`config.mk`:
```
export PLATFORM = sky130hd
export DESIGN_NAME = debounced_pin_edge_interrupt_top_flat
export DESIGN_NICKNAME = d
export VERILOG_FILES = /design/src/dpei_pkg.sv /design/src/dpei_in_if.sv /design/src/dpei_out_if.sv /design/src/dpei_cfg_if.sv /design/src/dpei_ctrl.sv /design/src/dpei_dp.sv /design/src/debounced_pin_edge_interrupt_top.sv /design/src/flat_wrapper.sv
export SDC_FILE = /design/constraint.sdc
export NUM_CORES = 1
export LEC_CHECK = 0
export ABC_AREA = 1
export BUFFER_PORTS_ARGS = -buffer_cell sky130_fd_sc_hd__clkbuf_2
export CAP_MARGIN = 20
export CORE_MARGIN = 3
export CORE_UTILIZATION = 57
export CTS_CLUSTER_SIZE = 10
export DETAILED_ROUTE_END_ITERATION = 6
export PLACE_DENSITY_LB_ADDON = 0.3
export SYNTH_ARGS = -nofsm -noshare
export SYNTH_HDL_FRONTEND = slang
export SYNTH_SLANG_ARGS = --single-unit
```
`constraint.sdc`:
```
create_clock -name i_clk -period 3.9 [get_ports i_clk]
set_input_delay 0.78 -clock i_clk [delete_from_list [all_inputs] [get_ports i_clk]]
set_output_delay 0.78 -clock i_clk [all_outputs]
set_load 0.01 [all_outputs]
```
`src/dpei_pkg.sv`:
```
// shared types and constants of the debounced pin edge interrupt block
`timescale 1ns / 1ps
`default_nettype none

package dpei_pkg;

    localparam int NUM_PINS   = 16;
    localparam int PIN_W      = 4;
    localparam int TICK_W     = 20;
    localparam int CFG_IDX_W  = 3;
    localparam int CFG_DATA_W = 20;

    typedef enum logic {
        OP_EVENT = 1'b0,
        OP_TICK  = 1'b1
    } t_opcode;

    typedef enum logic [CFG_IDX_W-1:0] {
        CFG_IE       = 3'd0,
        CFG_DE       = 3'd1,
        CFG_BOTH     = 3'd2,
        CFG_EXP_INIT = 3'd3,
        CFG_TICKS    = 3'd4
    } t_cfg_idx;

    typedef enum logic [1:0] {
        ST_IDLE,
        ST_EVENT,
        ST_SCAN,
        ST_FLUSH
    } t_state;

    // controller to datapath
    typedef struct packed {
        logic in_ready;
        logic load;
        logic do_event;
        logic do_scan;
        logic do_flush;
    } t_cmd;

    // datapath to controller
    typedef struct packed {
        logic in_valid;
        logic in_opcode;
        logic out_free;
        logic scan_last;
        logic held_valid;
    } t_status;

endpackage

`default_nettype wire

```
`src/dpei_in_if.sv`:
```
// input request channel: pin events and time ticks
`timescale 1ns / 1ps
`default_nettype none

interface dpei_in_if import dpei_pkg::*; ();
    logic                valid;
    logic                ready;
    logic                opcode;
    logic [PIN_W-1:0]    pin_index;
    logic                pin_level;
    logic [NUM_PINS-1:0] pin_levels;

    modport source (output valid, opcode, pin_index, pin_level, pin_levels, input ready);
    modport sink   (input valid, opcode, pin_index, pin_level, pin_levels, output ready);
endinterface

`default_nettype wire

```
`src/dpei_out_if.sv`:
```
// output report channel
`timescale 1ns / 1ps
`default_nettype none

interface dpei_out_if import dpei_pkg::*; ();
    logic             valid;
    logic             ready;
    logic [PIN_W-1:0] report_pin;
    logic             report_level;
    logic             last;

    modport source (output valid, report_pin, report_level, last, input ready);
    modport sink   (input valid, report_pin, report_level, last, output ready);
endinterface

`default_nettype wire

```
`src/dpei_cfg_if.sv`:
```
// configuration write channel
`timescale 1ns / 1ps
`default_nettype none

interface dpei_cfg_if import dpei_pkg::*; ();
    logic                  valid;
    logic                  ready;
    logic [CFG_IDX_W-1:0]  index;
    logic [CFG_DATA_W-1:0] data;

    modport source (output valid, index, data, input ready);
    modport sink   (input valid, index, data, output ready);
endinterface

`default_nettype wire

```
`src/dpei_ctrl.sv`:
```
// controller state machine sequencing event handling, timer scan and report flush
`timescale 1ns / 1ps
`default_nettype none

module dpei_ctrl import dpei_pkg::*; (
    input  logic    i_clk,
    input  logic    i_rst_n,
    input  t_status i_status,
    output t_cmd    o_cmd
);

    t_state r_state;
    t_state n_state;

    always_ff @(posedge i_clk) begin
        if (!i_rst_n) begin
            r_state <= ST_IDLE;
        end else begin
            r_state <= n_state;
        end
    end

    always_comb begin
        n_state = r_state;
        case (r_state)
            ST_IDLE: begin
                if (i_status.in_valid) begin
                    n_state = (i_status.in_opcode == OP_TICK) ? ST_SCAN : ST_EVENT;
                end
            end
            ST_EVENT: begin
                if (i_status.out_free) begin
                    n_state = ST_FLUSH;
                end
            end
            ST_SCAN: begin
                if (i_status.out_free && i_status.scan_last) begin
                    n_state = ST_FLUSH;
                end
            end
            ST_FLUSH: begin
                if (!i_status.held_valid || i_status.out_free) begin
                    n_state = ST_IDLE;
                end
            end
            default: n_state = ST_IDLE;
        endcase
    end

    always_comb begin
        o_cmd = '0;
        case (r_state)
            ST_IDLE: begin
                o_cmd.in_ready = 1'b1;
                o_cmd.load     = i_status.in_valid;
            end
            ST_EVENT: o_cmd.do_event = i_status.out_free;
            ST_SCAN:  o_cmd.do_scan  = i_status.out_free;
            ST_FLUSH: o_cmd.do_flush = i_status.held_valid && i_status.out_free;
            default:  o_cmd = '0;
        endcase
    end

    a_flush_empty: assert property (@(posedge i_clk) disable iff (!i_rst_n)
        (r_state == ST_FLUSH && !i_status.held_valid) |=> (r_state == ST_IDLE))
        else $error("flush with nothing held did not return to idle");

    a_scan_end: assert property (@(posedge i_clk) disable iff (!i_rst_n)
        (r_state == ST_SCAN && i_status.out_free && i_status.scan_last)
        |=> (r_state == ST_FLUSH))
        else $error("scan did not end after the last pin");

    a_load_work: assert property (@(posedge i_clk) disable iff (!i_rst_n)
        o_cmd.load |=> (r_state == ST_EVENT || r_state == ST_SCAN))
        else $error("accepted request did not start work");

endmodule

`default_nettype wire

```
`src/dpei_dp.sv`:
```
// datapath: masks, expected levels, debounce timers, held report and output register
`timescale 1ns / 1ps
`default_nettype none

module dpei_dp import dpei_pkg::*; #(
    parameter int PIN_COUNT = 16
) (
    input  logic              i_clk,
    input  logic              i_rst_n,
    dpei_in_if.sink           i_in,
    dpei_out_if.source        o_out,
    dpei_cfg_if.sink          i_cfg,
    input  t_cmd              i_cmd,
    output t_status           o_status
);

    // pins beyond the mask width can never be enabled
    localparam int PinCnt = (PIN_COUNT < NUM_PINS) ? PIN_COUNT : NUM_PINS;
    localparam int IdxW   = (PinCnt > 1) ? $clog2(PinCnt) : 1;

    logic [NUM_PINS-1:0] r_ie;
    logic [NUM_PINS-1:0] r_de;
    logic [NUM_PINS-1:0] r_both;
    logic [NUM_PINS-1:0] r_exp;
    logic [NUM_PINS-1:0] r_active;
    logic [TICK_W-1:0]   r_ticks;
    logic [TICK_W-1:0]   r_timer [PinCnt];
    logic [NUM_PINS-1:0] n_exp;
    logic [NUM_PINS-1:0] n_active;

    logic [PIN_W-1:0]    r_pin;
    logic                r_lvl;
    logic [NUM_PINS-1:0] r_lvls;
    logic [IdxW-1:0]     r_idx;

    logic                r_held_valid;
    logic [PIN_W-1:0]    r_held_pin;
    logic                r_held_level;

    logic                r_out_valid;
    logic [PIN_W-1:0]    r_out_pin;
    logic                r_out_level;
    logic                r_out_last;

    logic                cfg_we;
    logic                out_free;
    logic                in_range;
    logic [IdxW-1:0]     ev_tidx;
    logic [TICK_W-1:0]   start_cnt;
    logic                ev_exp;
    logic                ev_start;
    logic                ev_rep;
    logic                ev_two;
    logic                ev_toggle;
    logic [PIN_W-1:0]    sp;
    logic                sc_act;
    logic [TICK_W-1:0]   sc_cnt;
    logic                sc_expire;
    logic                sc_rep;

    logic                push_en;
    logic [PIN_W-1:0]    push_pin;
    logic                push_level;
    logic                push_last;
    logic                held_set;
    logic [PIN_W-1:0]    held_pin;
    logic                held_level;

    assign cfg_we      = i_cfg.valid && i_cfg.ready;
    assign i_cfg.ready = 1'b1;
    assign i_in.ready  = i_cmd.in_ready;
    assign out_free    = !r_out_valid || o_out.ready;

    assign o_out.valid        = r_out_valid;
    assign o_out.report_pin   = r_out_pin;
    assign o_out.report_level = r_out_level;
    assign o_out.last         = r_out_last;

    assign o_status.in_valid   = i_in.valid;
    assign o_status.in_opcode  = i_in.opcode;
    assign o_status.out_free   = out_free;
    assign o_status.scan_last  = (r_idx == IdxW'(PinCnt - 1));
    assign o_status.held_valid = r_held_valid;

    // a zero delay counts as one tick
    assign start_cnt = (r_ticks == '0) ? TICK_W'(1) : r_ticks;
    assign in_range  = (int'(r_pin) < PinCnt);
    assign ev_tidx   = r_pin[IdxW-1:0];
    assign sp        = PIN_W'(r_idx);

    always_comb begin
        ev_exp    = r_exp[r_pin];
        ev_start  = in_range && r_ie[r_pin] && r_de[r_pin];
        ev_rep    = in_range && r_ie[r_pin] && !r_de[r_pin];
        ev_two    = ev_rep && r_both[r_pin] && (r_lvl != ev_exp);
        ev_toggle = ev_rep && r_both[r_pin] && (r_lvl == ev_exp);

        sc_act    = r_active[sp];
        sc_cnt    = r_timer[r_idx];
        sc_expire = sc_act && (sc_cnt <= TICK_W'(1));
        sc_rep    = sc_expire && r_ie[sp] && (r_lvls[sp] == r_exp[sp]);
    end

    // one report is held back so the final one can carry last
    always_comb begin
        push_en    = 1'b0;
        push_pin   = r_held_pin;
        push_level = r_held_level;
        push_last  = 1'b0;
        held_set   = 1'b0;
        held_pin   = r_pin;
        held_level = ev_exp;
        if (i_cmd.do_event) begin
            if (ev_two) begin
                push_en    = 1'b1;
                push_pin   = r_pin;
                push_level = ev_exp;
                held_set   = 1'b1;
                held_level = r_lvl;
            end else if (ev_rep) begin
                held_set   = 1'b1;
            end
        end
        if (i_cmd.do_scan && sc_rep) begin
            push_en    = r_held_valid;
            held_set   = 1'b1;
            held_pin   = sp;
            held_level = r_lvls[sp];
        end
        if (i_cmd.do_flush) begin
            push_en    = 1'b1;
            push_last  = 1'b1;
        end
    end

    always_comb begin
        n_exp    = r_exp;
        n_active = r_active;
        if (i_cmd.do_event && in_range) begin
            n_active[r_pin] = ev_start;
            if (ev_toggle) begin
                n_exp[r_pin] = ~r_exp[r_pin];
            end
        end
        if (i_cmd.do_scan && sc_expire) begin
            n_active[sp] = 1'b0;
            if (sc_rep && r_both[sp]) begin
                n_exp[sp] = ~r_exp[sp];
            end
        end
        if (cfg_we) begin
            case (i_cfg.index)
                CFG_IE:       n_active = r_active & i_cfg.data[NUM_PINS-1:0];
                CFG_EXP_INIT: n_exp    = i_cfg.data[NUM_PINS-1:0];
                default:      n_exp    = n_exp;
            endcase
        end
    end

    always_ff @(posedge i_clk) begin
        if (!i_rst_n) begin
            r_ie         <= '0;
            r_de         <= '0;
            r_both       <= '0;
            r_exp        <= '0;
            r_active     <= '0;
            r_ticks      <= TICK_W'(20);
            r_idx        <= '0;
            r_held_valid <= 1'b0;
            r_out_valid  <= 1'b0;
        end else begin
            r_exp    <= n_exp;
            r_active <= n_active;
            if (cfg_we) begin
                case (i_cfg.index)
                    CFG_IE:    r_ie    <= i_cfg.data[NUM_PINS-1:0];
                    CFG_DE:    r_de    <= i_cfg.data[NUM_PINS-1:0];
                    CFG_BOTH:  r_both  <= i_cfg.data[NUM_PINS-1:0];
                    CFG_TICKS: r_ticks <= i_cfg.data[TICK_W-1:0];
                    default:   r_ticks <= r_ticks;
                endcase
            end
            if (i_cmd.load) begin
                r_idx <= '0;
            end else if (i_cmd.do_scan) begin
                r_idx <= r_idx + IdxW'(1);
            end
            if (i_cmd.load || i_cmd.do_flush) begin
                r_held_valid <= 1'b0;
            end else if (held_set) begin
                r_held_valid <= 1'b1;
            end
            if (push_en) begin
                r_out_valid <= 1'b1;
            end else if (o_out.ready) begin
                r_out_valid <= 1'b0;
            end
        end
    end

    always_ff @(posedge i_clk) begin
        if (i_cmd.load) begin
            r_pin  <= i_in.pin_index;
            r_lvl  <= i_in.pin_level;
            r_lvls <= i_in.pin_levels;
        end
        if (held_set) begin
            r_held_pin   <= held_pin;
            r_held_level <= held_level;
        end
        if (push_en) begin
            r_out_pin   <= push_pin;
            r_out_level <= push_level;
            r_out_last  <= push_last;
        end
        if (i_cmd.do_event && ev_start) begin
            r_timer[ev_tidx] <= start_cnt;
        end else if (i_cmd.do_scan && sc_act && !sc_expire) begin
            r_timer[r_idx] <= sc_cnt - TICK_W'(1);
        end
    end

    a_no_overwrite: assert property (@(posedge i_clk) disable iff (!i_rst_n)
        push_en |-> out_free)
        else $error("output register overwritten while stalled");

    a_active_enabled: assert property (@(posedge i_clk) disable iff (!i_rst_n)
        (r_active & ~r_ie) == '0)
        else $error("timer running on a pin without interrupt enable");

    a_count_nonzero: assert property (@(posedge i_clk) disable iff (!i_rst_n)
        sc_act |-> (sc_cnt != '0))
        else $error("running timer holds a zero count");

    a_last_order: assert property (@(posedge i_clk) disable iff (!i_rst_n)
        (push_en && !push_last) |-> held_set)
        else $error("non-final report sent without a later one held");

endmodule

`default_nettype wire

```
`src/debounced_pin_edge_interrupt_top.sv`:
```
// Debounced pin edge interrupt qualifier, top level.
//
// Channels: i_in takes requests (opcode 0 = pin edge with pin_index and
// pin_level, opcode 1 = time tick with pin_levels of all pins); o_out
// gives reports (report_pin, report_level, last), last set on the final
// report of a request. i_cfg writes the five registers by index and is
// always ready. The user must write registers only while the block is
// idle; the block itself does not enforce it. An edge request is taken
// in idle; of two reports the first enters the output register in the
// event state, the final one in the flush state, after which the next
// request can be taken. A tick walks the timers, held in one register
// array, one pin per cycle while the output register is free; reports
// leave in ascending pin order, the final one from the flush state.
// Requests are handled one at a time; a new one is accepted while the last
// report still waits in the output register.
// Reset clears all masks, expected levels and running timers and loads a
// debounce delay of 20 ticks. A stalled receiver holds the output register;
// the scan pauses until it frees up, so no report is lost.
`timescale 1ns / 1ps
`default_nettype none

module debounced_pin_edge_interrupt_top import dpei_pkg::*; #(
    parameter int PIN_COUNT = 16
) (
    input  logic        i_clk,
    input  logic        i_rst_n,
    dpei_in_if.sink     i_in,
    dpei_out_if.source  o_out,
    dpei_cfg_if.sink    i_cfg
);

    t_cmd    cmd;
    t_status status;

    dpei_ctrl u_ctrl (
        .i_clk    (i_clk),
        .i_rst_n  (i_rst_n),
        .i_status (status),
        .o_cmd    (cmd)
    );

    dpei_dp #(
        .PIN_COUNT (PIN_COUNT)
    ) u_dp (
        .i_clk    (i_clk),
        .i_rst_n  (i_rst_n),
        .i_in     (i_in),
        .o_out    (o_out),
        .i_cfg    (i_cfg),
        .i_cmd    (cmd),
        .o_status (status)
    );

endmodule

`default_nettype wire

```
`src/flat_wrapper.sv`:
```
// flat-port wrapper written by rule: the top's interface ports become plain ports
module debounced_pin_edge_interrupt_top_flat import dpei_pkg::*;
#(
    parameter int PIN_COUNT = 16
)
  (i_clk, i_rst_n, i_in_valid, i_in_opcode, i_in_pin_index, i_in_pin_level, i_in_pin_levels, i_in_ready, o_out_valid, o_out_report_pin, o_out_report_level, o_out_last, o_out_ready, i_cfg_valid, i_cfg_index, i_cfg_data, i_cfg_ready);
  dpei_in_if i_in_i ();
  dpei_out_if o_out_i ();
  dpei_cfg_if i_cfg_i ();
  input  logic i_clk;
  input  logic i_rst_n;
  input wire logic [$bits(i_in_i.valid)-1:0] i_in_valid;
  input wire logic [$bits(i_in_i.opcode)-1:0] i_in_opcode;
  input wire logic [$bits(i_in_i.pin_index)-1:0] i_in_pin_index;
  input wire logic [$bits(i_in_i.pin_level)-1:0] i_in_pin_level;
  input wire logic [$bits(i_in_i.pin_levels)-1:0] i_in_pin_levels;
  output wire logic [$bits(i_in_i.ready)-1:0] i_in_ready;
  output wire logic [$bits(o_out_i.valid)-1:0] o_out_valid;
  output wire logic [$bits(o_out_i.report_pin)-1:0] o_out_report_pin;
  output wire logic [$bits(o_out_i.report_level)-1:0] o_out_report_level;
  output wire logic [$bits(o_out_i.last)-1:0] o_out_last;
  input wire logic [$bits(o_out_i.ready)-1:0] o_out_ready;
  input wire logic [$bits(i_cfg_i.valid)-1:0] i_cfg_valid;
  input wire logic [$bits(i_cfg_i.index)-1:0] i_cfg_index;
  input wire logic [$bits(i_cfg_i.data)-1:0] i_cfg_data;
  output wire logic [$bits(i_cfg_i.ready)-1:0] i_cfg_ready;
  assign i_in_i.valid = i_in_valid;
  assign i_in_i.opcode = i_in_opcode;
  assign i_in_i.pin_index = i_in_pin_index;
  assign i_in_i.pin_level = i_in_pin_level;
  assign i_in_i.pin_levels = i_in_pin_levels;
  assign i_in_ready = i_in_i.ready;
  assign o_out_valid = o_out_i.valid;
  assign o_out_report_pin = o_out_i.report_pin;
  assign o_out_report_level = o_out_i.report_level;
  assign o_out_last = o_out_i.last;
  assign o_out_i.ready = o_out_ready;
  assign i_cfg_i.valid = i_cfg_valid;
  assign i_cfg_i.index = i_cfg_index;
  assign i_cfg_i.data = i_cfg_data;
  assign i_cfg_ready = i_cfg_i.ready;
  debounced_pin_edge_interrupt_top #(.PIN_COUNT(PIN_COUNT)) u_core (.i_clk(i_clk), .i_rst_n(i_rst_n), .i_in(i_in_i), .o_out(o_out_i), .i_cfg(i_cfg_i));
endmodule
```
Yosys cells after proc, flatten, opt, wreduce, memory -nomap -nowiden
Memories as Yosys holds them, arrays and structs flattened. A register that Yosys moved wholly into a read port is not among the register bits.
Cells that the tools add are included.

operators by class
  reduce and logical (&&, ||, !) cells = 37
  multiplexer cells = 75
  add/sub/neg operators = 2
  eq/ne operators = 15
  bitwise operators = 6
  $lt $le $gt $ge = 5

operators with widths
  kind                   count
  $mux 16                10
  $bwmux 16              3
  $mux 20                2
  $bmux 1 s4             9
  $mux 1                 36
  $and 16x16->16         2
  $mux 4                 6
  $le 20x1->1 const B    1
  $logic_not 20->1       1
  $reduce_or 20->1       1
  $sub 20x1->20 const B  1
  $logic_and 1x1->1      18
  $not 16->16            1
  $mux 2                 6
  $lt 4x5->1 const B     2
  $demux 1 s4            2
  $ge 4x1->1 const B     2
  $ne 2x2->1 const B     4
  $pmux 2 s4             1
  $reduce_and 2->1       4
  $eq 3x2->1 const B     2
  $add 4x1->4 const B    1
  $eq 2x2->1 const B     2
  $eq 4x4->1 const B     1
  other kinds (13)       22

storage, ports and cells
  memories kept = 1
  flip-flop bits (word level) = 140
  RAM bits = 320
  logic and storage cells = 159
  output and inout port bits = 9
  bits of input ports = 50

memory list
  memory               depth  bits a word  read ports  clocked after Yosys merged registers in  wr ports  line           RTL
  u_core.u_dp.r_timer  16     20           1           1                                        1         dpei_dp.sv:27  logic [TICK_W-1:0] r_timer [PinCnt];

Depth between registers and ports, before layout
Gate-level depths: netlist of the first run.

  depth in word-level cells = 13
  mapped depth = 23
  mapped depth without buffers = 19

By module
From an unflattened synthesis of the first run, not the netlist that was laid out.

unflattened totals
  cells, all modules = 2418
  area total of the unflattened synthesis = 21534.4 µm²

modules (own cells, without submodules)
  module     area each (µm²)  cells an instance  instances  sequential area each (µm²)
  dpei_dp    21269.1          2367               1          12772.2
  dpei_ctrl  265.3            51                 1          40.0

Worst setup path before layout of the first run
No wires, ideal clock.

  path kind = reg-to-reg
  from = register with a tool-made name
  to = memory u_core.u_dp.r_timer[0][0] (enable)
  buffers on the path = 4
  required time = 3.503 ns
  setup slack = -0.069 ns
  clock period less this slack = 3.969 ns
  stages on the path, launching flop included = 21
  setup time = 0.397 ns
  data arrival time = 3.573 ns
  cell sequence = dfxtp_1 -> buf_6 -> inv_4 -> buf_2 -> buf_2 -> buf_2 -> nor2_1 -> o221ai_1 -> o211ai_1 -> nand2_1 -> inv_1 -> ha_1 -> nand2_2 -> nand2_1 -> nand3_4 -> nand2_2 -> inv_2 -> nand2_4 -> o21ai_0 -> nand2_2 -> nor2_1

RTL lines
  item           line
  end, declared  dpei_dp.sv:27

==> impl_metrics.prom, run 1 <==
# TYPE chip_impl_metric gauge
chip_impl_metric{name="post_cts_clock_slew_at_the_launch_and_capture_registers_of_the_worst_setup_and_hold_paths",unit="ps"} 60
chip_impl_metric{name="initial_util",unit="%"} 58.4
chip_impl_metric{name="max-clock-path-buffers",unit=""} 3
chip_impl_info{name="global_route_hottest_layer",value="met2"} 1
chip_impl_metric{name="antenna_cells",unit=""} 0
chip_impl_info{name="worst-setup-path-type",value="reg -> reg"} 1
chip_impl_metric{name="worst_clock_skew",unit="ps"} 18.1
chip_impl_metric{name="yosys_warnings",unit=""} 0
chip_impl_metric{name="remaining_drc_errors",unit=""} 0
chip_impl_metric{name="layout_worst_path_cycle_share",unit="%"} 93.0
chip_impl_metric{name="synth.distinct_cells",unit=""} 43
chip_impl_info{name="rsz_0062_raised_after_global_routing",value="no"} 1
chip_impl_metric{name="syn_to_final_growth",unit="%"} 12.4
chip_impl_info{name="cts.root.buffer_cell",value="sky130_fd_sc_hd__clkbuf_16"} 1
chip_impl_metric{name="groute.layer.met3.usage",unit="%"} 5.12
chip_impl_metric{name="detailedRoute.firstIterationViolations",unit=""} 2186
chip_impl_metric{name="post_synth_fa_ha_maj_area_fraction",unit="%"} 0.578
chip_impl_metric{name="power.static_leakage",unit="nW"} 9.60
chip_impl_info{name="synth_top_family_by_area",value="simple AND/OR/NAND/NOR gates"} 1
chip_impl_metric{name="half_perimeter_wire_length_of_the_detailed_placement_result",unit="mm"} 38.3
chip_impl_metric{name="die_area",unit="µm²"} 40300
chip_impl_metric{name="core.rowCount",unit=""} 70
chip_impl_metric{name="worst-endpoint-required",unit="ps"} 4190
chip_impl_metric{name="synthCells",unit=""} 2406
chip_impl_metric{name="highest_fanout_seen_on_the_critical_path",unit=""} 21
chip_impl_metric{name="insertion_delay",unit="ps"} 600
chip_impl_metric{name="groute.usage.overall",unit="%"} 29.2
chip_impl_metric{name="setup_viol",unit=""} 0
chip_impl_metric{name="post-cts-setup-buffers",unit=""} 0
chip_impl_metric{name="place.gp.congestion",unit=""} 0.977
chip_impl_metric{name="die-width",unit="µm"} 201
chip_impl_metric{name="grt_antenna_before_repair",unit=""} 0
chip_impl_metric{name="grt_max_degree",unit=""} 83
chip_impl_metric{name="tightestPinTransition",unit="ps"} 1030
chip_impl_metric{name="worst_ir_drop_vdd",unit="µV"} 373
chip_impl_metric{name="wirelength",unit="mm"} 59.5
chip_impl_metric{name="met2_usage",unit="%"} 48.1
chip_impl_metric{name="ant_nets",unit=""} 0
chip_impl_metric{name="final-hold-violation-count",unit=""} 0
chip_impl_metric{name="placement.cell_area",unit="µm²"} 22800
chip_impl_metric{name="cts_num_sinks",unit=""} 464
chip_impl_metric{name="first_pass_iters",unit=""} 6
chip_impl_metric{name="finalPower",unit="mW"} 12.6
chip_impl_metric{name="layout.filler_cells",unit=""} 3018
chip_impl_metric{name="yosys.area_share.simple",unit="%"} 23.5
chip_impl_metric{name="timing.max_slew.rel_slack",unit="%"} 31.1
chip_impl_metric{name="die_height",unit="µm"} 201
chip_impl_metric{name="ctsHtreeMaxLevel",unit=""} 2
chip_impl_metric{name="pin_count",unit=""} 59
chip_impl_metric{name="synth_compound_area_share",unit="%"} 8.91
chip_impl_metric{name="post_drt_wl_per_cell",unit="µm"} 19.9
chip_impl_metric{name="overflow",unit=""} 0
chip_impl_info{name="status",value="finished, final reports clean"} 1
chip_impl_info{name="hold_class",value="in -> reg"} 1
chip_impl_metric{name="synth_area",unit="µm²"} 21600
chip_impl_metric{name="synth.net_count",unit=""} 2466
chip_impl_info{name="cp-end-kind",value="register"} 1
chip_impl_metric{name="synth-seq-area-share",unit="%"} 59.2
chip_impl_metric{name="num-nets-final",unit=""} 2538
chip_impl_metric{name="max-cap-violations",unit=""} 0
chip_impl_metric{name="finalMaxSlewViolations",unit=""} 0
chip_impl_metric{name="core",unit="µm²"} 37000
chip_impl_metric{name="critical_path_arrival",unit="ps"} 3920
chip_impl_info{name="ys_dominant_reg_cell",value="sky130_fd_sc_hd__edfxtp_1"} 1
chip_impl_metric{name="routed-via-count",unit=""} 17370
chip_impl_info{name="worstPathCellList",value="clkinv_2 -> buf_4 -> o21ai_0 -> o22ai_1 -> o211ai_1 -> nand2_1 -> inv_1 -> ha_2 -> nand2_2 -> nand2_1 -> nand3_4 -> nand2_2 -> inv_2 -> nand2_4 -> nand2_1 -> o21ai_1 -> nand2_2 -> nor2_2 -> buf_12"} 1
chip_impl_metric{name="vias_per_cell",unit=""} 5.79
chip_impl_metric{name="timing.critical_path.slowest_cell_delay",unit="ps"} 400
chip_impl_metric{name="post_route_cells_drive_above_1_share",unit="%"} 10.3
chip_impl_metric{name="powerDensity",unit="nW/µm²"} 517
chip_impl_info{name="tritoncts_clock_tree",value="built"} 1
chip_impl_metric{name="io_buffer_count",unit=""} 57
chip_impl_metric{name="cts_inserted_buffers",unit=""} 53
chip_impl_metric{name="synthMuxAreaShare",unit="%"} 0
chip_impl_metric{name="grt_pass1_vias",unit=""} 16819
chip_impl_metric{name="grt.met1_usage",unit="%"} 37.9
chip_impl_metric{name="finish.instance_area",unit="µm²"} 24300
chip_impl_metric{name="cts_hold_buffers",unit=""} 0
chip_impl_info{name="start_kind",value="register"} 1
chip_impl_metric{name="synth_enable_flop_cells",unit=""} 352
chip_impl_metric{name="synth-seq-cells",unit=""} 464
chip_impl_info{name="timing.critical_path.slowest_stage_cell",value="sky130_fd_sc_hd__dfxtp_2"} 1
chip_impl_metric{name="grt_first_pass_wirelength",unit="mm"} 92.4
chip_impl_metric{name="post_synth.cell_area_avg",unit="µm²"} 8.99
chip_impl_metric{name="finalCoreUtilization",unit="%"} 65.6
chip_impl_metric{name="yosys.area_share.xor_xnor",unit="%"} 0.729
chip_impl_info{name="final_common_cell",value="sky130_fd_sc_hd__nand2_1"} 1
chip_impl_metric{name="share_of_synthesized_registers_carrying_an_async_set_or_reset",unit="%"} 0
chip_impl_metric{name="period_needed",unit="ps"} 3630
chip_impl_info{name="most-common-layout-cells",value="630 x sky130_fd_sc_hd__nand2_1, 352 x sky130_fd_sc_hd__edfxtp_1, 258 x sky130_fd_sc_hd__nor2_1"} 1
chip_impl_metric{name="fmax",unit="MHz"} 276
sequential cells by signal (all words and copies together), names as in the netlist, 4 cells and up, named ones only:
name / count
u_core.u_dp.r_idx: 4
u_core.u_dp.r_both: 16
u_core.u_dp.r_de: 16
u_core.u_dp.o_out.report_pin: 4
u_core.u_dp.r_ie: 16
u_core.u_dp.r_active: 16
u_core.u_dp.ev_tidx: 4
u_core.u_dp.r_exp: 16
u_core.u_dp.r_held_pin: 4
u_core.u_dp.r_lvls: 16
u_core.u_dp.r_timer: 320
u_core.u_dp.r_ticks: 20
metrics by stage:
step                std cells  TNS, ps  hold WS [ps]  setup WS (ps)
finish                   2999        0           363            273
global route             2999        0           346           5.85
CTS                      2998        0           338            122
detailed placement       2926        0           470            186
global placement         2926        0           454            340
floorplan                2406   -22140           439          -69.2
repair_timing:
action | CTS | global route
setup endpoints to repair | 0 | 342
endpoints found under the hold margin | 0 | 0
gates resized for setup | 0 | 7
report_power, final:
group / internal [mW] / leakage [nW] / switching, mW / total [mW]
Sequential: 5.48 / 4.14 / 0.0794 / 5.56
Clock: 2.46 / 0.697 / 1.85 / 4.31
Combinational: 0.771 / 4.76 / 1.92 / 2.69
Total: 8.72 / 9.60 / 3.85 / 12.6
layer usage:
layer | wire, µm | vias to the layer above
li1 | - | 8196
met1 | 23100 | 8110
met2 | 28300 | 890
met3 | 5320 | 174
met4 | 2870 | 0
met5 | 0 | -
worst paths after layout:
check	start	end	slack, ps	cells after the start
setup / recovery	register	u_core.u_dp.r_timer[0][13]	270	19
hold / removal	i_in_pin_levels[1]	u_core.u_dp.r_lvls[1]	360	1
setup reg to reg	register	u_core.u_dp.r_timer[0][13]	270	19
hold reg to reg	u_core.u_dp.r_both[12]	u_core.u_dp.r_both[12]	480	2
cell usage after synthesis (2+ instances only):
cell,instances,area share [%]
sky130_fd_sc_hd__a221oi_1,2,0.081
sky130_fd_sc_hd__buf_2,46,1.1
sky130_fd_sc_hd__or2_1,2,0.058
sky130_fd_sc_hd__nor2_4,3,0.16
sky130_fd_sc_hd__clkbuf_1,53,0.92
sky130_fd_sc_hd__o21ai_2,2,0.081
sky130_fd_sc_hd__o2111ai_1,2,0.081
sky130_fd_sc_hd__nor2_2,7,0.20
sky130_fd_sc_hd__edfxtp_1,352,49
sky130_fd_sc_hd__buf_6,13,0.68
sky130_fd_sc_hd__ha_1,10,0.58
sky130_fd_sc_hd__xor2_1,9,0.36
sky130_fd_sc_hd__inv_1,214,3.7
sky130_fd_sc_hd__a21oi_1,59,1.4
sky130_fd_sc_hd__clkinv_1,3,0.052
sky130_fd_sc_hd__inv_2,5,0.087
sky130_fd_sc_hd__o21ai_1,29,0.67
sky130_fd_sc_hd__nand3_1,239,5.5
sky130_fd_sc_hd__a22oi_1,17,0.59
sky130_fd_sc_hd__nand3_2,4,0.19
sky130_fd_sc_hd__buf_4,12,0.42
sky130_fd_sc_hd__nand4_1,31,0.90
sky130_fd_sc_hd__dfxtp_1,112,10
sky130_fd_sc_hd__o221ai_1,5,0.20
sky130_fd_sc_hd__o211ai_1,24,0.83
sky130_fd_sc_hd__nor3_1,5,0.12
sky130_fd_sc_hd__buf_1,3,0.052
sky130_fd_sc_hd__a32o_1,2,0.093
sky130_fd_sc_hd__nor2_1,274,4.8
sky130_fd_sc_hd__xnor2_1,9,0.36
sky130_fd_sc_hd__o22ai_1,22,0.64
sky130_fd_sc_hd__nor4_1,4,0.12
sky130_fd_sc_hd__o21ai_0,183,4.2
sky130_fd_sc_hd__nand2_1,630,11
sky130_fd_sc_hd__nand2_2,11,0.32
final cells by class:
class | instances | area (µm²) | area share [%]
clock buffers | 67 | 1390 | 5.71
clock inverters | 5 | 61.3 | 0.252
inverters | 223 | 843 | 3.47
multi-input cells | 1591 | 7330 | 30.2
flip-flops and latches | 464 | 12800 | 52.7
well taps | 504 | 631 | 2.59
repair buffers | 145 | 1240 | 5.10
worst max-delay path: cells and delay by family, from the launching register on:
| kind | cells | cell delay, ps |
|---|---|---|
| adder cells (fa/ha/maj) | 1 | 230 |
| buffers and inverters | 5 | 820 |
| flip-flops | 1 | 400 |
| AO/OA/AOI/OAI | 4 | 610 |
| AND/OR/NAND/NOR | 9 | 1240 |
cells by family (layout without fill, tap and decap cells):
group / Yosys count / in the layout
other cells: 1 / 1
flops: 464 / 464
buf+inv: 351 / 440
xor+xnor: 18 / 18
compound gates: 348 / 348
simple gates: 1214 / 1214
fa+ha+maj: 10 / 10
Note: power is estimated with default switching activity, not from simulation.
==> inputs of run 2 (changes only) <==
- clock period: 3.9 -> 3.1 ns (I/O delays scaled with it)
==> impl_metrics.prom, run 2 (same netlist as run 1, synthesis figures left out) <==
# TYPE chip_impl_metric gauge
chip_impl_metric{name="largest_register_ff_count",unit=""} 320
chip_impl_metric{name="timing.critical_path.slowest_cell_delay",unit="ps"} 380
chip_impl_info{name="top_regs",value="u_core.u_dp.r_timer (320), u_core.u_dp.r_ticks (20)"} 1
chip_impl_metric{name="timing.max_slew.rel_slack",unit="%"} 40.2
chip_impl_metric{name="wirelength",unit="mm"} 68.3
chip_impl_info{name="final_common_cell",value="sky130_fd_sc_hd__nand2_1"} 1
chip_impl_metric{name="grt_pass1_vias",unit=""} 18096
chip_impl_metric{name="antenna_cells",unit=""} 0
chip_impl_info{name="rsz_0062_raised_after_global_routing",value="yes"} 1
chip_impl_info{name="tritoncts_clock_tree",value="built"} 1
chip_impl_metric{name="power.static_leakage",unit="nW"} 10.9
chip_impl_metric{name="setup_ws",unit="ps"} -318
chip_impl_info{name="hold_class",value="in -> reg"} 1
chip_impl_metric{name="post_layout_nonfiller_instances",unit=""} 3184
chip_impl_metric{name="pin_count",unit=""} 59
chip_impl_info{name="worstPathCellList",value="buf_12 -> buf_4 -> buf_16 -> nor2_2 -> nor2_1 -> o21ai_1 -> nand3_2 -> nand3_2 -> nand2_2 -> nor2_4 -> nand2_2 -> nor2_4 -> nand3_4 -> nand2_4 -> inv_8 -> nand2_8 -> nand2_2 -> o21ai_4 -> nand2_4 -> buf_12 -> nor2_4 -> buf_12 -> clkbuf_16"} 1
chip_impl_metric{name="setup_viol",unit=""} 553
chip_impl_metric{name="ff2ff_path_depth",unit=""} 23
chip_impl_metric{name="worst-path-buf-inv",unit=""} 7
chip_impl_metric{name="io_buffer_count",unit=""} 57
chip_impl_info{name="cp-end-kind",value="register"} 1
chip_impl_metric{name="ant_nets",unit=""} 0
chip_impl_metric{name="ctsHtreeMaxLevel",unit=""} 2
chip_impl_metric{name="placedCellCount",unit=""} 3016
chip_impl_metric{name="half_perimeter_wire_length_of_the_detailed_placement_result",unit="mm"} 40.1
chip_impl_metric{name="worst_ir_drop_vdd",unit="µV"} 505
chip_impl_metric{name="reg2reg_slack",unit="ps"} -320
chip_impl_metric{name="first_pass_iters",unit=""} 6
chip_impl_info{name="timing.critical_path.max_delay_family",value="simple AND/OR/NAND/NOR gates"} 1
chip_impl_metric{name="max-clock-path-buffers",unit=""} 3
chip_impl_info{name="worstHoldStart",value="i_in_pin_levels[4]"} 1
chip_impl_metric{name="overflow",unit=""} 0
chip_impl_metric{name="worst_clock_skew",unit="ps"} 25.8
chip_impl_metric{name="post_route_cells_drive_above_1_share",unit="%"} 20.0
chip_impl_info{name="regMostFlops",value="u_core.u_dp.r_timer"} 1
chip_impl_metric{name="worstSetupPathDepth",unit=""} 23
chip_impl_metric{name="vias_per_cell",unit=""} 5.89
chip_impl_metric{name="fmax",unit="MHz"} 293
chip_impl_info{name="start_kind",value="register"} 1
chip_impl_info{name="timing.critical_path.slowest_stage_cell",value="sky130_fd_sc_hd__dfxtp_4"} 1
chip_impl_metric{name="die_area",unit="µm²"} 40300
chip_impl_metric{name="critical_path_arrival",unit="ps"} 3740
chip_impl_metric{name="highest_fanout_seen_on_the_critical_path",unit=""} 10
chip_impl_metric{name="insertion_delay",unit="ps"} 610
chip_impl_metric{name="worst_hold_depth",unit=""} 1
chip_impl_metric{name="grt_max_degree",unit=""} 71
chip_impl_metric{name="grt_antenna_before_repair",unit=""} 0
chip_impl_metric{name="post_cts_clock_slew_at_the_launch_and_capture_registers_of_the_worst_setup_and_hold_paths",unit="ps"} 60
chip_impl_metric{name="place.gp.congestion",unit=""} 0.923
chip_impl_metric{name="detailedRoute.firstIterationViolations",unit=""} 2113
chip_impl_metric{name="tightestPinTransition",unit="ps"} 895
chip_impl_metric{name="core.rowCount",unit=""} 70
chip_impl_metric{name="worst-endpoint-required",unit="ps"} 3420
chip_impl_info{name="failed_checks",value="negative setup slack"} 1
chip_impl_info{name="hold-path-endpoint",value="u_core.u_dp.r_lvls[4]"} 1
chip_impl_info{name="critical_path.reg2reg.endpoint",value="u_core.u_dp.r_timer[3][0]"} 1
chip_impl_metric{name="grt_first_pass_wirelength",unit="mm"} 99.6
chip_impl_metric{name="cts_num_sinks",unit=""} 464
chip_impl_metric{name="routed-via-count",unit=""} 18767
chip_impl_metric{name="finalCoreUtilization",unit="%"} 73.8
chip_impl_metric{name="die_height",unit="µm"} 201
chip_impl_info{name="status",value="finished, violations left"} 1
chip_impl_metric{name="cts_hold_buffers",unit=""} 0
chip_impl_metric{name="finalMaxSlewViolations",unit=""} 0
chip_impl_metric{name="num-nets-final",unit=""} 2701
chip_impl_metric{name="final-hold-violation-count",unit=""} 0
chip_impl_metric{name="period_needed",unit="ps"} 3420
chip_impl_metric{name="syn_to_final_growth",unit="%"} 26.4
chip_impl_metric{name="max-cap-violations",unit=""} 0
chip_impl_metric{name="layout.filler_cells",unit=""} 2532
chip_impl_metric{name="groute.usage.overall",unit="%"} 31.5
chip_impl_metric{name="post_drt_wl_per_cell",unit="µm"} 21.4
chip_impl_metric{name="core",unit="µm²"} 37000
chip_impl_metric{name="die-width",unit="µm"} 201
chip_impl_metric{name="powerDensity",unit="nW/µm²"} 642
chip_impl_info{name="worst-setup-path-type",value="reg -> reg"} 1
chip_impl_info{name="cts.root.buffer_cell",value="sky130_fd_sc_hd__clkbuf_16"} 1
chip_impl_metric{name="remaining_drc_errors",unit=""} 0
chip_impl_metric{name="initial_util",unit="%"} 58.4
chip_impl_metric{name="layout_worst_path_cycle_share",unit="%"} 110
chip_impl_metric{name="cts_inserted_buffers",unit=""} 52
chip_impl_info{name="most-common-layout-cells",value="595 x sky130_fd_sc_hd__nand2_1, 352 x sky130_fd_sc_hd__edfxtp_1, 235 x sky130_fd_sc_hd__nor2_1"} 1
run 2: worst max-delay path by stage:
stage             start                          to  slack, ps
6_report       register   u_core.u_dp.r_timer[3][0]       -320
2_1_floorplan  register  u_core.u_dp.r_timer[11][0]        -70
4_1_cts        register  u_core.u_dp.r_timer[11][0]        -50
5_1_grt        register  u_core.u_dp.r_timer[3][10]       -410
3_3_place_gp   register  u_core.u_dp.r_timer[11][5]        -30
3_5_place_dp   register  u_core.u_dp.r_timer[11][6]       -170
run 2: worst register-to-register path, delay by kind of cell (launching register included):
family / cells / cell delay (ps)
buf+inv: 7 / 940
flops: 1 / 380
simple gates: 14 / 1600
compound gates: 2 / 250
run 2: power breakdown:
part           switching [mW]  total, mW  internal [mW]
Clock                    2.46       5.60           3.14
Sequential             0.0977       6.99           6.89
Combinational            3.02       4.96           1.95
run 2: area by class of cell:
type                       count  area (µm²)  share of cell area, %
multi-input combinational   1592        8120                   29.7
clock buffer                  89        1440                   5.27
clock inverter                 4        50.0                  0.183
timing repair buffer         308        3430                   12.5
tap                          504         631                   2.31
inverter                     223         868                   3.17
sequential                   464       12800                   46.9
run 2: routing by layer:
layer	track usage [%]	wire length (µm)
met1	39.7	25300
met2	53.2	33300
met3	4.51	5870
met4	16.3	3790
met5	0	0
run 2: what timing repair did:
action / in CTS / in global routing
endpoints found under the setup margin: 624 / 666
buffers inserted: 38 / 21
cloned: 10 / 8
pin swaps: 23 / 40
resized for setup: 98 / 91
run 2: stage by stage:
| step | worst slack [ps] | hold WS, ps | TNS (ps) | instance area [µm²] | power [mW] |
|---|---|---|---|---|---|
| after floorplan | -65.7 | 444 | -20980 | 22000 | 9.50 |
| after global placement | -27.1 | 456 | -2050 | 24100 | 10.9 |
| after detailed placement | -165 | 466 | -50660 | 24100 | 11.0 |
| after CTS | -53.4 | 175 | -2130 | 26600 | 17.1 |
| after global routing | -406 | 189 | -153970 | 27400 | 18.2 |
| final | -318 | 196 | -81750 | 27400 | 17.6 |
==> inputs of run 3 (changes only) <==
- ABC_AREA: 1 -> 0
- CORE_UTILIZATION: 57 -> 56
==> impl_metrics.prom, run 3 <==
# TYPE chip_impl_metric gauge
chip_impl_metric{name="half_perimeter_wire_length_of_the_detailed_placement_result",unit="mm"} 37.0
chip_impl_metric{name="syn_to_final_growth",unit="%"} 28.5
chip_impl_metric{name="largest_register_ff_count",unit=""} 320
chip_impl_info{name="worst-setup-path-type",value="reg -> reg"} 1
chip_impl_info{name="cts.root.buffer_cell",value="sky130_fd_sc_hd__clkbuf_16"} 1
chip_impl_metric{name="layout_worst_path_cycle_share",unit="%"} 120
chip_impl_metric{name="grt_pass1_vias",unit=""} 15222
chip_impl_info{name="start_kind",value="register"} 1
chip_impl_metric{name="ctsHtreeMaxLevel",unit=""} 2
chip_impl_metric{name="post_synth.cell_area_avg",unit="µm²"} 14.1
chip_impl_metric{name="finalCoreUtilization",unit="%"} 74.0
chip_impl_info{name="status",value="finished, violations left"} 1
chip_impl_metric{name="power.static_leakage",unit="nW"} 9.12
chip_impl_metric{name="holdWs",unit="ps"} 184
chip_impl_metric{name="num-nets-final",unit=""} 1807
chip_impl_metric{name="post_drt_wl_per_cell",unit="µm"} 28.8
chip_impl_metric{name="layout.area.seq",unit="µm²"} 12800
chip_impl_metric{name="reg2reg_slack",unit="ps"} -610
chip_impl_metric{name="groute.usage.overall",unit="%"} 31.8
chip_impl_metric{name="synth.net_count",unit=""} 1527
chip_impl_metric{name="wirelength",unit="mm"} 64.4
chip_impl_info{name="regMostFlops",value="u_core.u_dp.r_timer"} 1
chip_impl_info{name="hold_class",value="in -> reg"} 1
chip_impl_info{name="rsz_0062_raised_after_global_routing",value="yes"} 1
chip_impl_metric{name="pin_count",unit=""} 59
chip_impl_metric{name="ant_nets",unit=""} 0
chip_impl_metric{name="grt_first_pass_wirelength",unit="mm"} 92.5
chip_impl_metric{name="placement.cell_area",unit="µm²"} 23500
chip_impl_metric{name="finalMaxSlewViolations",unit=""} 0
chip_impl_metric{name="place.gp.congestion",unit=""} 0.945
chip_impl_metric{name="setup-tns-final",unit="ps"} -320710
chip_impl_metric{name="vias_per_cell",unit=""} 6.81
chip_impl_info{name="top_regs",value="u_core.u_dp.r_timer (320), u_core.u_dp.r_ticks (20)"} 1
chip_impl_metric{name="final-hold-violation-count",unit=""} 0
chip_impl_metric{name="grt_antenna_before_repair",unit=""} 2
chip_impl_metric{name="core.rowCount",unit=""} 69
chip_impl_metric{name="critical_path_arrival",unit="ps"} 4040
chip_impl_metric{name="worst_ir_drop_vdd",unit="µV"} 621
chip_impl_metric{name="tightestPinTransition",unit="ps"} 989
chip_impl_metric{name="worst_clock_skew",unit="ps"} 59.4
chip_impl_info{name="most-common-layout-cells",value="352 x sky130_fd_sc_hd__edfxtp_1, 206 x sky130_fd_sc_hd__nand2_1, 176 x sky130_fd_sc_hd__buf_4"} 1
chip_impl_metric{name="core",unit="µm²"} 36000
chip_impl_metric{name="synth_area",unit="µm²"} 20700
chip_impl_metric{name="post_cts_clock_slew_at_the_launch_and_capture_registers_of_the_worst_setup_and_hold_paths",unit="ps"} 60
chip_impl_info{name="synth_most_common_cell",value="sky130_fd_sc_hd__edfxtp_1"} 1
chip_impl_metric{name="setup_ws",unit="ps"} -615
chip_impl_metric{name="yosys_warnings",unit=""} 0
chip_impl_metric{name="antenna_cells",unit=""} 0
chip_impl_metric{name="remaining_drc_errors",unit=""} 0
chip_impl_metric{name="fmax",unit="MHz"} 269
chip_impl_metric{name="highest_fanout_seen_on_the_critical_path",unit=""} 8
chip_impl_info{name="failed_checks",value="negative setup slack"} 1
chip_impl_metric{name="period_needed",unit="ps"} 3710
chip_impl_metric{name="synth-seq-cells",unit=""} 464
chip_impl_info{name="tritoncts_clock_tree",value="built"} 1
chip_impl_info{name="yosys-top-cells-count",value="352 x sky130_fd_sc_hd__edfxtp_1, 223 x sky130_fd_sc_hd__nand2_1, 112 x sky130_fd_sc_hd__dfxtp_1"} 1
chip_impl_metric{name="powerDensity",unit="nW/µm²"} 553
chip_impl_info{name="ys_dominant_reg_cell",value="sky130_fd_sc_hd__edfxtp_1"} 1
chip_impl_metric{name="max-clock-path-buffers",unit=""} 3
chip_impl_metric{name="initial_util",unit="%"} 57.6
chip_impl_metric{name="timing.max_slew.rel_slack",unit="%"} 33.9
chip_impl_metric{name="die_area",unit="µm²"} 39300
chip_impl_metric{name="insertion_delay",unit="ps"} 620
chip_impl_metric{name="share_of_synthesized_registers_carrying_an_async_set_or_reset",unit="%"} 0
chip_impl_metric{name="cts_hold_buffers",unit=""} 0
chip_impl_metric{name="max-cap-violations",unit=""} 0
chip_impl_metric{name="setup_viol",unit=""} 690
chip_impl_metric{name="synthCells",unit=""} 1467
chip_impl_metric{name="synth-seq-area-share",unit="%"} 61.8
chip_impl_metric{name="io_buffer_count",unit=""} 57
chip_impl_info{name="final_common_cell",value="sky130_fd_sc_hd__edfxtp_1"} 1
chip_impl_metric{name="finish.instance_area",unit="µm²"} 26600
chip_impl_metric{name="worst-endpoint-required",unit="ps"} 3420
chip_impl_metric{name="overflow",unit=""} 0
chip_impl_metric{name="post_route_cells_drive_above_1_share",unit="%"} 35.7
chip_impl_metric{name="die-width",unit="µm"} 198
chip_impl_metric{name="routed-via-count",unit=""} 15224
chip_impl_info{name="cell_types_occupying_the_most_area_after_synthesis",value="sky130_fd_sc_hd__edfxtp_1 51%, sky130_fd_sc_hd__dfxtp_1 11%, sky130_fd_sc_hd__mux4_2 9.8%"} 1
chip_impl_metric{name="synth.distinct_cells",unit=""} 79
chip_impl_metric{name="first_pass_iters",unit=""} 7
chip_impl_metric{name="share_of_the_synthesized_area_in_the_top_cell_type",unit="%"} 51.0
chip_impl_metric{name="detailedRoute.firstIterationViolations",unit=""} 1843
chip_impl_metric{name="synth_enable_flop_cells",unit=""} 352
chip_impl_metric{name="grt_max_degree",unit=""} 42
chip_impl_metric{name="layout.filler_cells",unit=""} 2060
chip_impl_metric{name="die_height",unit="µm"} 198
chip_impl_metric{name="cts_num_sinks",unit=""} 464
chip_impl_info{name="synth_area_leader_cell",value="sky130_fd_sc_hd__edfxtp_1"} 1
chip_impl_metric{name="cts_inserted_buffers",unit=""} 53
chip_impl_info{name="cp-end-kind",value="register"} 1
chip_impl_metric{name="multiInputGateArea",unit="µm²"} 8320
## run 3: changes by cell type after synthesis, moves of 90 or more
cell	delta
sky130_fd_sc_hd__inv_1	-203
sky130_fd_sc_hd__mux4_2	+90
sky130_fd_sc_hd__nand2_1	-407
sky130_fd_sc_hd__nand3_1	-207
sky130_fd_sc_hd__nor2_1	-237
sky130_fd_sc_hd__o21ai_0	-117
## run 3: logic make-up after synthesis
logic type	after synthesis	synth area share, %
DFF	464	61.8
and+or+nand+nor	436	10.1
AOI/OAI and AO/OA	256	8.59
muxes	166	14.9
buffers and inverters	114	3.16
xor gates and xnor gates	20	0.845
adders and majority gates	10	0.604
other	1	0.0181
## run 3: path summary, 6_finish.rpt
kind / start / to / depth (start not counted)
max: register / u_core.u_dp.r_held_pin[0] / 14
min: i_in_pin_index[1] / u_core.u_dp.ev_tidx[1] / 1
max reg2reg: register / u_core.u_dp.r_held_pin[0] / 14
min reg2reg: u_core.u_dp.r_de[2] / u_core.u_dp.r_de[2] / 2
## run 3: layout make-up
class / count / area share [%]
Clock inverter: 5 / 0.193
Inverter: 12 / 0.169
Clock buffer: 78 / 5.49
Tap cell: 461 / 2.17
Sequential cell: 464 / 48.2
Multi-Input combinational cell: 892 / 31.3
Timing Repair Buffer: 324 / 12.6
## run 3: critical path, cell delays in order, from the launching register on
cell and delay (ps):
sky130_fd_sc_hd__dfxtp_4 410, sky130_fd_sc_hd__buf_12 170, sky130_fd_sc_hd__buf_12 120, sky130_fd_sc_hd__buf_6 90
sky130_fd_sc_hd__mux4_2 510, sky130_fd_sc_hd__a22oi_2 230, sky130_fd_sc_hd__and3_1 250, sky130_fd_sc_hd__nand4_1 170
sky130_fd_sc_hd__buf_4 200, sky130_fd_sc_hd__nor4_4 300, sky130_fd_sc_hd__buf_4 180, sky130_fd_sc_hd__nand4_4 90
sky130_fd_sc_hd__buf_12 160, sky130_fd_sc_hd__nor2_4 200, sky130_fd_sc_hd__mux2_2 360
## run 3: through the flow
step,power (mW),cells,setup WS (ps)
2_1_floorplan,8.23,1467,-683
3_3_place_gp,8.86,2080,-556
3_5_place_dp,8.92,2080,-655
4_1_cts,14.6,2227,-448
5_1_grt,15.1,2236,-673
6_report,14.7,2236,-615
## run 3: timing repair
| item | 4_1_cts | 5_1_grt |
|---|---|---|
| buffers inserted | 49 | 7 |
| endpoints found under the setup margin | 690 | 690 |
| resized for setup | 84 | 32 |
| cloned | 15 | 5 |
| pin swaps | 43 | 22 |
## run 3: power by group
part	internal, mW	total (mW)	switching (mW)
clock	3.23	5.63	2.41
combinational	0.963	2.21	1.24
sequential	6.78	6.88	0.0953
## run 3: routing by layer
layer	vias up	track usage (%)	wire length (µm)
met3	303	8.64	7860
met1	7476	41.9	23100
met4	2	15.5	3780
met2	1175	49.5	29600
li1	6268	-	-
met5	-	0	13
